$ cat src/hdl/biq_pkg.sv
// shared types, constants, microcode rom and arithmetic helpers for the biquad core
`default_nettype none

package biq_pkg;

  localparam int SAMPLE_W   = 24;
  localparam int COEF_W     = 32;
  localparam int DELAY_W    = SAMPLE_W + COEF_W;
  localparam int PROD_W     = SAMPLE_W + COEF_W;
  localparam int ACC_W      = DELAY_W + 2;
  localparam int COEF_FRAC  = COEF_W - 4;
  localparam int NUM_COEFS  = 5;
  localparam int CFG_IDX_W  = $clog2(NUM_COEFS);
  localparam int STEP_W     = 4;

  localparam logic [CFG_IDX_W-1:0] REG_B0 = CFG_IDX_W'(0);
  localparam logic [CFG_IDX_W-1:0] REG_B1 = CFG_IDX_W'(1);
  localparam logic [CFG_IDX_W-1:0] REG_B2 = CFG_IDX_W'(2);
  localparam logic [CFG_IDX_W-1:0] REG_A1 = CFG_IDX_W'(3);
  localparam logic [CFG_IDX_W-1:0] REG_A2 = CFG_IDX_W'(4);

  localparam logic signed [COEF_W-1:0] B0_RST = COEF_W'(266455076);
  localparam logic signed [COEF_W-1:0] B1_RST = COEF_W'(-532910152);
  localparam logic signed [COEF_W-1:0] B2_RST = COEF_W'(266455076);
  localparam logic signed [COEF_W-1:0] A1_RST = COEF_W'(-532895511);
  localparam logic signed [COEF_W-1:0] A2_RST = COEF_W'(264489293);

  localparam logic signed [ACC_W-1:0] ROUND_HALF = ACC_W'(1) << (COEF_FRAC - 1);
  localparam logic signed [SAMPLE_W-1:0] SAMP_MAX = {1'b0, {(SAMPLE_W-1){1'b1}}};
  localparam logic signed [SAMPLE_W-1:0] SAMP_MIN = {1'b1, {(SAMPLE_W-1){1'b0}}};
  localparam logic signed [DELAY_W-1:0] DLY_MAX = {1'b0, {(DELAY_W-1){1'b1}}};
  localparam logic signed [DELAY_W-1:0] DLY_MIN = {1'b1, {(DELAY_W-1){1'b0}}};

  localparam logic [STEP_W-1:0] STEP_WAIT   = STEP_W'(0);
  localparam logic [STEP_W-1:0] STEP_MUL_B0 = STEP_W'(1);
  localparam logic [STEP_W-1:0] STEP_ACC_D1 = STEP_W'(2);
  localparam logic [STEP_W-1:0] STEP_OUT_Y  = STEP_W'(3);
  localparam logic [STEP_W-1:0] STEP_MUL_A1 = STEP_W'(4);
  localparam logic [STEP_W-1:0] STEP_SUB_A1 = STEP_W'(5);
  localparam logic [STEP_W-1:0] STEP_WR_D1  = STEP_W'(6);
  localparam logic [STEP_W-1:0] STEP_SUB_A2 = STEP_W'(7);
  localparam logic [STEP_W-1:0] STEP_WR_D2  = STEP_W'(8);

  typedef enum logic [1:0] {
    COND_NEXT,
    COND_WAIT_IN,
    COND_WAIT_OUT,
    COND_END
  } cond_t;

  typedef enum logic [2:0] {
    ACC_NOP,
    ACC_LD,
    ACC_LD_D1,
    ACC_LD_D2,
    ACC_SUB
  } acc_op_t;

  typedef struct packed {
    logic                 take_in;
    cond_t                cond;
    logic [CFG_IDX_W-1:0] coef_sel;
    logic                 use_y;
    acc_op_t              acc_op;
    logic                 wr_y;
    logic                 wr_d1;
    logic                 wr_d2;
  } ucode_t;

  typedef struct packed {
    ucode_t word;
    logic   adv;
  } seq_ctrl_t;

  typedef struct packed {
    logic out_free;
  } dp_stat_t;

  function automatic ucode_t ucode_rom(input logic [STEP_W-1:0] step);
    ucode_t w;
    w = '{take_in: 1'b0, cond: COND_NEXT, coef_sel: REG_B0, use_y: 1'b0,
          acc_op: ACC_NOP, wr_y: 1'b0, wr_d1: 1'b0, wr_d2: 1'b0};
    case (step)
      STEP_WAIT: begin
        w.take_in = 1'b1;
        w.cond    = COND_WAIT_IN;
      end
      STEP_MUL_B0: begin
        w.coef_sel = REG_B0;
      end
      STEP_ACC_D1: begin
        w.acc_op   = ACC_LD_D1;
        w.coef_sel = REG_B1;
      end
      STEP_OUT_Y: begin
        w.wr_y   = 1'b1;
        w.acc_op = ACC_LD_D2;
        w.cond   = COND_WAIT_OUT;
      end
      STEP_MUL_A1: begin
        w.coef_sel = REG_A1;
        w.use_y    = 1'b1;
      end
      STEP_SUB_A1: begin
        w.acc_op   = ACC_SUB;
        w.coef_sel = REG_B2;
      end
      STEP_WR_D1: begin
        w.wr_d1    = 1'b1;
        w.acc_op   = ACC_LD;
        w.coef_sel = REG_A2;
        w.use_y    = 1'b1;
      end
      STEP_SUB_A2: begin
        w.acc_op = ACC_SUB;
      end
      STEP_WR_D2: begin
        w.wr_d2 = 1'b1;
        w.cond  = COND_END;
      end
      default: begin
        w.cond = COND_END;
      end
    endcase
    return w;
  endfunction

  // round half up at the q4.28 coefficient point, clamp to the q1.23 sample range
  function automatic logic signed [SAMPLE_W-1:0] round_sat_sample(
    input logic signed [ACC_W-1:0] a
  );
    logic signed [ACC_W-1:0] s;
    s = (a + ROUND_HALF) >>> COEF_FRAC;
    if (s > ACC_W'(SAMP_MAX)) begin
      return SAMP_MAX;
    end else if (s < ACC_W'(SAMP_MIN)) begin
      return SAMP_MIN;
    end
    return SAMPLE_W'(s);
  endfunction

  function automatic logic signed [DELAY_W-1:0] sat_delay(
    input logic signed [ACC_W-1:0] a
  );
    if (a > ACC_W'(DLY_MAX)) begin
      return DLY_MAX;
    end else if (a < ACC_W'(DLY_MIN)) begin
      return DLY_MIN;
    end
    return DELAY_W'(a);
  endfunction

endpackage

`default_nettype wire

$ cat src/hdl/biq_ifs.sv
// valid/ready stream interfaces for the sample input and the filtered output
`default_nettype none

interface biq_in_if
  import biq_pkg::*;
();
  logic                       valid;
  logic                       ready;
  logic signed [SAMPLE_W-1:0] sample_in;
  logic                       block_end_in;

  modport source (output valid, output sample_in, output block_end_in, input ready);
  modport sink (input valid, input sample_in, input block_end_in, output ready);
endinterface

interface biq_out_if
  import biq_pkg::*;
();
  logic                       valid;
  logic                       ready;
  logic signed [SAMPLE_W-1:0] sample_out;
  logic                       block_end_out;

  modport source (output valid, output sample_out, output block_end_out, input ready);
  modport sink (input valid, input sample_out, input block_end_out, output ready);
endinterface

`default_nettype wire

$ cat src/hdl/biq_seq.sv
// microcode sequencer: step counter, control rom and conditional jumps
`default_nettype none

module biq_seq
  import biq_pkg::*;
(
  input  wire logic      clk,
  input  wire logic      rst_n,
  input  wire logic      in_valid,
  input  wire dp_stat_t  stat,
  output seq_ctrl_t      ctrl,
  output logic           in_ready
);

  logic [STEP_W-1:0] step_r;
  logic [STEP_W-1:0] step_nxt;
  ucode_t            word;
  logic              adv;

  always_comb begin
    word     = ucode_rom(step_r);
    adv      = 1'b1;
    step_nxt = step_r + 1'b1;
    case (word.cond)
      COND_NEXT:     adv = 1'b1;
      COND_WAIT_IN:  adv = in_valid;
      COND_WAIT_OUT: adv = stat.out_free;
      COND_END:      step_nxt = STEP_WAIT;
      default:       step_nxt = STEP_WAIT;
    endcase
  end

  always_ff @(posedge clk) begin
    if (!rst_n) begin
      step_r <= STEP_WAIT;
    end else if (adv) begin
      step_r <= step_nxt;
    end
  end

  assign ctrl.word = word;
  assign ctrl.adv  = adv;
  assign in_ready  = word.take_in;

endmodule

`default_nettype wire

$ cat src/hdl/biq_datapath.sv
// coefficient registers, shared multiplier, accumulator, delay state and output register
`default_nettype none

module biq_datapath
  import biq_pkg::*;
(
  input  wire logic                       clk,
  input  wire logic                       rst_n,
  input  wire seq_ctrl_t                  ctrl,
  input  wire logic                       cfg_we,
  input  wire logic [CFG_IDX_W-1:0]       cfg_idx,
  input  wire logic [COEF_W-1:0]          cfg_data,
  input  wire logic signed [SAMPLE_W-1:0] in_sample,
  input  wire logic                       in_blk,
  input  wire logic                       out_ready,
  output logic                            out_valid,
  output logic signed [SAMPLE_W-1:0]      out_sample,
  output logic                            out_blk,
  output dp_stat_t                        stat
);

  logic signed [COEF_W-1:0]   coef_r [NUM_COEFS];
  logic signed [SAMPLE_W-1:0] x_r;
  logic                       blk_r;
  logic signed [SAMPLE_W-1:0] y_r;
  logic signed [PROD_W-1:0]   prod_r;
  logic signed [PROD_W-1:0]   prod_nxt;
  logic signed [ACC_W-1:0]    acc_r;
  logic signed [ACC_W-1:0]    acc_nxt;
  logic signed [DELAY_W-1:0]  d1_r;
  logic signed [DELAY_W-1:0]  d2_r;
  logic                       out_valid_r;
  logic signed [SAMPLE_W-1:0] out_sample_r;
  logic                       out_blk_r;

  logic signed [COEF_W-1:0]   coef_op;
  logic signed [SAMPLE_W-1:0] data_op;
  logic signed [ACC_W-1:0]    prod_ext;
  logic signed [SAMPLE_W-1:0] y_nxt;

  always_comb begin
    coef_op  = (ctrl.word.coef_sel < NUM_COEFS) ? coef_r[ctrl.word.coef_sel] : '0;
    data_op  = ctrl.word.use_y ? y_r : x_r;
    prod_nxt = PROD_W'(coef_op) * PROD_W'(data_op);
    prod_ext = ACC_W'(prod_r);
    y_nxt    = round_sat_sample(acc_r);
    case (ctrl.word.acc_op)
      ACC_NOP:   acc_nxt = acc_r;
      ACC_LD:    acc_nxt = prod_ext;
      ACC_LD_D1: acc_nxt = prod_ext + ACC_W'(d1_r);
      ACC_LD_D2: acc_nxt = prod_ext + ACC_W'(d2_r);
      ACC_SUB:   acc_nxt = acc_r - prod_ext;
      default:   acc_nxt = acc_r;
    endcase
  end

  always_ff @(posedge clk) begin
    if (!rst_n) begin
      coef_r[REG_B0] <= B0_RST;
      coef_r[REG_B1] <= B1_RST;
      coef_r[REG_B2] <= B2_RST;
      coef_r[REG_A1] <= A1_RST;
      coef_r[REG_A2] <= A2_RST;
    end else if (cfg_we && (cfg_idx < NUM_COEFS)) begin
      coef_r[cfg_idx] <= cfg_data;
    end
  end

  always_ff @(posedge clk) begin
    if (!rst_n) begin
      d1_r        <= '0;
      d2_r        <= '0;
      out_valid_r <= 1'b0;
    end else begin
      if (ctrl.adv && ctrl.word.wr_d1) begin
        d1_r <= sat_delay(acc_r);
      end
      if (ctrl.adv && ctrl.word.wr_d2) begin
        d2_r <= sat_delay(acc_r);
      end
      if (ctrl.adv && ctrl.word.wr_y) begin
        out_valid_r <= 1'b1;
      end else if (out_ready) begin
        out_valid_r <= 1'b0;
      end
    end
  end

  always_ff @(posedge clk) begin
    if (ctrl.adv && ctrl.word.take_in) begin
      x_r   <= in_sample;
      blk_r <= in_blk;
    end
    if (ctrl.adv) begin
      prod_r <= prod_nxt;
      acc_r  <= acc_nxt;
    end
    if (ctrl.adv && ctrl.word.wr_y) begin
      y_r          <= y_nxt;
      out_sample_r <= y_nxt;
      out_blk_r    <= blk_r;
    end
  end

  assign out_valid     = out_valid_r;
  assign out_sample    = out_sample_r;
  assign out_blk       = out_blk_r;
  assign stat.out_free = !out_valid_r || out_ready;

endmodule

`default_nettype wire

$ cat src/hdl/biquad_highpass_df2t_core.sv
// top level of the transposed direct form ii biquad high-pass core
// input passes x_r, prod_r, acc_r to the output register, stalling until it is free
// one sample at a time through the single shared 24x32 multiplier
// the 9-step microcode program performs five products and the accumulate passes
// reset: synchronous active-low rst_n clears both delay states and the output valid
// and returns all five coefficients to the 80 hz high-pass defaults
`default_nettype none

module biquad_highpass_df2t_core
  import biq_pkg::*;
(
  input  wire logic                 clk,
  input  wire logic                 rst_n,
  biq_in_if.sink                    in_bus,
  biq_out_if.source                 out_bus,
  input  wire logic                 cfg_we,
  input  wire logic [CFG_IDX_W-1:0] cfg_idx,
  input  wire logic [COEF_W-1:0]    cfg_data
);

  seq_ctrl_t ctrl;
  dp_stat_t  stat;
  logic      in_ready;

  biq_seq u_seq (
    .clk      (clk),
    .rst_n    (rst_n),
    .in_valid (in_bus.valid),
    .stat     (stat),
    .ctrl     (ctrl),
    .in_ready (in_ready)
  );

  biq_datapath u_dp (
    .clk        (clk),
    .rst_n      (rst_n),
    .ctrl       (ctrl),
    .cfg_we     (cfg_we),
    .cfg_idx    (cfg_idx),
    .cfg_data   (cfg_data),
    .in_sample  (in_bus.sample_in),
    .in_blk     (in_bus.block_end_in),
    .out_ready  (out_bus.ready),
    .out_valid  (out_bus.valid),
    .out_sample (out_bus.sample_out),
    .out_blk    (out_bus.block_end_out),
    .stat       (stat)
  );

  assign in_bus.ready = in_ready;

endmodule

`default_nettype wire

$ cat src/flat_wrapper.sv
// flat-port wrapper written by rule: the top's interface ports become plain ports
module biquad_highpass_df2t_core_flat import biq_pkg::*;
  (clk, rst_n, cfg_we, cfg_idx, cfg_data, in_bus_valid, in_bus_sample_in, in_bus_block_end_in, in_bus_ready, out_bus_valid, out_bus_sample_out, out_bus_block_end_out, out_bus_ready);
  biq_in_if in_bus_i ();
  biq_out_if out_bus_i ();
  input  wire logic clk;
  input  wire logic rst_n;
  input  wire logic cfg_we;
  input  wire logic [CFG_IDX_W-1:0] cfg_idx;
  input  wire logic [COEF_W-1:0] cfg_data;
  input wire logic [$bits(in_bus_i.valid)-1:0] in_bus_valid;
  input wire logic [$bits(in_bus_i.sample_in)-1:0] in_bus_sample_in;
  input wire logic [$bits(in_bus_i.block_end_in)-1:0] in_bus_block_end_in;
  output wire logic [$bits(in_bus_i.ready)-1:0] in_bus_ready;
  output wire logic [$bits(out_bus_i.valid)-1:0] out_bus_valid;
  output wire logic [$bits(out_bus_i.sample_out)-1:0] out_bus_sample_out;
  output wire logic [$bits(out_bus_i.block_end_out)-1:0] out_bus_block_end_out;
  input wire logic [$bits(out_bus_i.ready)-1:0] out_bus_ready;
  assign in_bus_i.valid = in_bus_valid;
  assign in_bus_i.sample_in = in_bus_sample_in;
  assign in_bus_i.block_end_in = in_bus_block_end_in;
  assign in_bus_ready = in_bus_i.ready;
  assign out_bus_valid = out_bus_i.valid;
  assign out_bus_sample_out = out_bus_i.sample_out;
  assign out_bus_block_end_out = out_bus_i.block_end_out;
  assign out_bus_i.ready = out_bus_ready;
  biquad_highpass_df2t_core u_core (.clk(clk), .rst_n(rst_n), .in_bus(in_bus_i), .out_bus(out_bus_i), .cfg_we(cfg_we), .cfg_idx(cfg_idx), .cfg_data(cfg_data));
endmodule
$ cat config.mk
export PLATFORM = sky130hd
export DESIGN_NAME = biquad_highpass_df2t_core_flat
export DESIGN_NICKNAME = d
export VERILOG_FILES = /design/src/hdl/biq_pkg.sv /design/src/hdl/biq_ifs.sv /design/src/hdl/biq_seq.sv /design/src/hdl/biq_datapath.sv /design/src/hdl/biquad_highpass_df2t_core.sv /design/src/flat_wrapper.sv
export SDC_FILE = /design/constraint.sdc
export NUM_CORES = 2
export LEC_CHECK = 0
export ABC_AREA = 1
export BUFFER_PORTS_ARGS = -buffer_cell sky130_fd_sc_hd__buf_2
export CAP_MARGIN = 20
export CELL_PAD_IN_SITES_DETAIL_PLACEMENT = 1
export CELL_PAD_IN_SITES_GLOBAL_PLACEMENT = 2
export CORE_UTILIZATION = 38
export CTS_CLUSTER_DIAMETER = 120
export CTS_CLUSTER_SIZE = 24
export DETAILED_ROUTE_END_ITERATION = 12
export HOLD_SLACK_MARGIN = 0.02
export PLACE_DENSITY = 0.9
export SKIP_CTS_REPAIR_TIMING = 1
export SLEW_MARGIN = 20
export SYNTH_ARGS = -nofsm -noshare
export SYNTH_HDL_FRONTEND = slang
export SYNTH_SLANG_ARGS = --single-unit
$ cat constraint.sdc
create_clock -name clk -period 10.55 [get_ports clk]
set_clock_uncertainty 0.1 [all_clocks]
set_input_delay 2.6375 -clock clk [delete_from_list [all_inputs] [get_ports clk]]
set_output_delay 2.6375 -clock clk [all_outputs]
set_load 0.05 [all_outputs]
Word level (Yosys, flattened, before mapping). Memory sizes are Yosys's and may differ from the RTL's. Index checks and enable logic that the tools add are counted.

Equal/unequal tests: 15. Multiply operators: 1. Reduce and logical (&&, ||, !) cells: 15. $lt $le $gt $ge: 6. Add/sub/neg operators: 5. Muxes and demuxes: 37.

Operator list (number): $pmux 58 s4 (1); $mux 56 (4); $add 56x56->57 (2); $mux 24 (4); $mux 32 (2); $add 58x29->58 const B (1); $gt 58x56->1 const B (1); $lt 58x56->1 const B (1); $sub 58x56->58 (1); $mul 32x24->56 (1); $reduce_or 32->1 (1); $gt 30x24->1 const B (1); $lt 30x24->1 const B (1); $pmux 3 s4 (2); $mux 1 (20); $eq 4x3->1 const B (4); $eq 4x2->1 const B (2); $eq 3x2->1 const B (2); $lt 3x3->1 const B (2); $pmux 2 s3 (1); $reduce_or 6->1 (1); $logic_and 1x1->1 (5); $add 4x1->4 const B (1); $eq 2x2->1 const B (2); other kinds (15) (16).

Memories kept: 1. Output and inout bits: 27. Input port bits: 65. RAM bits: 160. Bits in registers: 281.

Memory list: u_core.u_dp.coef_r (words 5, bits a word 32, read ports 1, clocked after memory_dff 0, wr ports 5, RTL line biq_datapath.sv:22) `logic signed [COEF_W-1:0] coef_r [NUM_COEFS];`.

Depth between registers and ports, before layout.
Word-level depth: 9. Depth in mapped cells: 42. Depth with buffers taken out: 38.

By module. Synthesis repeated with hierarchy kept, for this count alone.

Cell total of the unflattened synthesis: 8963. Area, all modules: 62710.1 um^2.

By module, submodules not included: biq_datapath (sequential area each 11991.5 um^2, area each 62213.4 um^2, times used 1, cells each 8891); biq_seq (sequential area each 80.1 um^2, area each 496.7 um^2, times used 1, cells each 72).

Worst setup path before layout. OpenSTA, ideal clock, no wires.

Path type: flip-flop to flip-flop. From: register u_core.u_seq.step_r[0]. To: register u_core.u_dp.prod_r[51] (data pin). Period minus slack after synthesis: 8.009 ns. Path slack: 2.541 ns. Library setup time: 0.253 ns. Stages on the path, launching flop included: 38. Arrival: 7.656 ns. Cell sequence: dfxtp_1 -> inv_1 -> ha_1 -> nor2_1 -> nor2_8 -> inv_2 -> buf_2 -> nand3_1 -> a32oi_2 -> inv_2 -> buf_6 -> nand2_1 -> inv_1 -> fa_1 -> inv_1 -> fa_1 -> fa_1 -> inv_1 -> [2 not listed] -> fa_1 -> inv_1 -> fa_1 -> inv_1 -> fa_1 -> inv_1 -> ha_1 -> nand2_1 -> nor2_1 -> inv_1 -> nor2_1 -> nand2_1 -> nor4_1 -> nand2_1 -> nand3_1 -> nand2_1 -> inv_1 -> nor2_1.

Cells in the longest elaborated chain, start to end: 5. Elaborated cells between the ends (all ways): 12. Those cells by class: mul (1); order compare (1); eq/ne (4); mux (4); reduce/logical (1); memory (1).

Ends and longest elaborated chain: start: declaration (RTL line biq_seq.sv:15) `logic [STEP_W-1:0] step_r;`; start signal: assignment (RTL line biq_seq.sv:37) `step_r <= step_nxt;`; $eq 4x3->1 or $eq 4x2->1 (tied branches) (RTL line biq_pkg.sv:83) `case (step)`; $pmux 3 s4 or $reduce_or 2->1 (tied branches); $lt 3x3->1 (tied with other cells) (RTL line biq_datapath.sv:42) `coef_op = (ctrl.word.coef_sel < NUM_COEFS) ? coef_r[ctrl.word.coef_sel] : '0;`; $mux 32 or $mux 24 (tied branches) (RTL line biq_datapath.sv:42, biq_datapath.sv:43); $mul 32x24->56 (*) (RTL line biq_datapath.sv:44) `prod_nxt = PROD_W'(coef_op) * PROD_W'(data_op);`; net u_core.u_dp.prod_nxt[51] (RTL line biq_datapath.sv:27) `logic signed [PROD_W-1:0] prod_nxt;`; end signal: assignment (RTL line biq_datapath.sv:95) `prod_r <= prod_nxt;`; end: declaration (RTL line biq_datapath.sv:26) `logic signed [PROD_W-1:0] prod_r;`.

Mark *: on every way through the listed nets, which the timed path passes. The rest lies on a longest branch. A chain may end at the register's enable or synchronous reset.

Final worst setup path.
From: register u_core.u_seq.step_r[0]. To: register u_core.u_dp.prod_r[26] (data pin).

The elaborated chain is that of the path after synthesis.

==> flow_summary.toml <==
[layout]
fillers = 21415
final_common_cell = "nand2_1"
mostFrequentLayoutCells = "nand2_1, inv_1, nor2_1"
nets = 10227
area_delta_synth_final_pct = 5.62
layout-drive-gt1-share_pct = 4.46
multi_input_area_mm2 = 0.0425
seq_area_mm2 = 0.0121

[timing]
rsz0062_at_grt = "false"
hold_viol = 0
worst_pin_slew_ns = 1.14
fin_ws_ns = 0.433
holdWs_ns = 0.332
setup_viol = 0
fin_crit_ns = 10.12
period_share_pct = 95.9
drv_slew = 0
fmax_mhz = 98.8
fin_tns_setup_ns = 0
slew_headroom_pct = 24.2

[placement]
numPortBuffers = 91
place_congestion = 1.02
pre_cts_ws_ns = 0.240
hpwl_um = 230000

[yosys]
seq_area_frac_synth_pct = 18.9
syn_inst = 9093
synthMuxAreaShare_pct = 0.123
ys_ff_latch = 441
synth_async_sr_flop_share_pct = 0
synth_cell_types = 60
synth_nets = 10270
synth_flop_cell = "edfxtp_1"
synth_edf_count = 324
synth_top_family_by_area = "adder cells"
synth_fa_ha_area_share_pct = 31.0
synthXorXnorAreaFrac_pct = 1.19
syn_area_mm2 = 0.0639
yosys_warnings = 0
synth_area_per_cell_um2 = 7.03
synth_compound_area_share_pct = 5.31
yosys.area_share.simple_pct = 28.7

[critical_path]
crit_start = "u_core.u_seq.step_r[0]"
crit_type = "register to register"
slowest_delay_ns = 0.56
arrival_ns = 10.51
reg2reg_depth = 31
crit_top_cell = "fa_1"
cp-end-kind = "register"
slowest_stage = "a21oi_1"
r2r_start = "u_core.u_seq.step_r[0]"
start_kind = "register"
path_max_fanout = 30
cp.required_ns = 10.94

[routing]
avgRoutedWirePerCell_um = 24.6
drc = 0
drtIter0Drc = 4181
routed_via_density = 5.27
drt-pass1-iter-count = 5
vias = 59437
totalWireLength_um = 278000
detail-route-antenna-nets = 0

[hold_path]
hold_depth = 0
hp-class = "register to register"
min-delay-start = "u_core.u_dp.blk_r"

[floorplanning]
rows = 150
die_w_um = 412
start_util_pct = 38.3
die_y_um = 412
top_level_ports = 92
dieArea_mm2 = 0.170
coreArea_mm2 = 0.167

[clocking]
htreeDepth = 1
cts-root-buf = "clkbuf_16"
clk_latency_ns = 0.73
numCtsBuffers = 28
ctsLongestPathBuffers = 3
clk_pin_slew_ns = 0.11
cts_tree = "built"
cts.sinks = 441

[global_route]
grt_pass1_vias = 63790
grt_util_all_layers_pct = 32.5
grt_pass1_wl_um = 409000
antenna_found_initial = 7
gr-total-overflow = 0
grt_max_degree = 78

[run]
drv_cap = 0

[status]
outcome = "complete, no violations"
layout make-up:
type,instances,share of cell area (%)
multi-input cells,6258,63.0
flip-flops and latches,441,17.9
inverters,2144,11.9
well taps,2204,4.08
repair buffers,177,1.66
clock buffers,38,1.12
clock inverters,14,0.343
diodes,2,0.00741
worst max-delay path: cells and delay by family, from the launching register on:
kind                       cells  cell delay (ns)
buffers and inverters          9             1.62
AOI/OAI and AO/OA              5             1.62
DFF                            1             0.42
adders and majority gates      9             4.07
xor gates and xnor gates       1             0.31
and+or+nand+nor                7             1.66
layer usage:
metal	global-route usage [%]	part of all wire, %	wire [um]
met4	17.0	6.2	17100
met5	0	0.019	52
met2	55.7	48	133000
met3	4.33	5.7	15700
met1	39.7	40	112000
Yosys cell counts, drive strengths merged, types with 3 or more instances:
cell	n	area (um2)
a21boi	3	22.5
a21o	11	82.6
a21oi	274	1370
a22oi	7	52.6
a31oi	12	75.1
and2	8	50.1
and3	22	138
buf	202	1260
clkbuf	48	180
dfxtp	117	2340
edfxtp	324	9730
fa	786	15700
ha	326	4080
inv	2143	8050
mux2	6	78.8
nand2	2782	10500
nand3	465	2330
nand3b	24	180
nand4	122	763
nor2	928	3590
nor3	60	330
nor4	15	106
o2111ai	6	52.6
o211ai	17	173
o21a	8	60.1
o21ai	177	923
o21bai	43	323
o221ai	7	105
o22ai	5	31.3
o31ai	4	85.1
or2	47	294
xnor2	27	236
xor2	60	526
flip-flops by register name (all words and copies together), names as in the netlist, 4 cells and up:
register,cells
u_core.u_dp.coef_r,160
u_core.u_dp.acc_r,58
u_core.u_dp.d1_r,56
u_core.u_dp.d2_r,56
u_core.u_dp.prod_r,56
u_core.u_dp.out_sample,24
u_core.u_dp.x_r,24
u_core.u_seq.step_r,4
per-stage QoR:
step / std cells / utilization [%] / cell area [um2]
after global placement: 11223 / 39.8 / 66500
after CTS: 11275 / 40.4 / 67500
after detailed placement: 11223 / 39.8 / 66500
after floorplan: 9093 / - / 63900
after global routing: 11277 / 40.4 / 67500
final: 11278 / 40.4 / 67500
logic make-up after synthesis:
| group | Yosys count |
|---|---|
| flip-flops | 441 |
| multiplexers | 6 |
| AND/OR/NAND/NOR | 4475 |
| buffers and inverters | 2394 |
| XOR/XNOR | 87 |
| adder cells (fa/ha/maj) | 1112 |
| AO/OA/AOI/OAI | 578 |
final timing paths:
path / end / slack (ns)
worst max-delay path: u_core.u_dp.prod_r[26] / 0.43
worst min-delay path: u_core.u_dp.out_blk / 0.33
worst max register to register: u_core.u_dp.prod_r[26] / 0.43
worst min register to register: u_core.u_dp.out_blk / 0.33
Power is not shown: default switching activity piles up to over one toggle a cycle in this logic, so the estimate is an artifact.
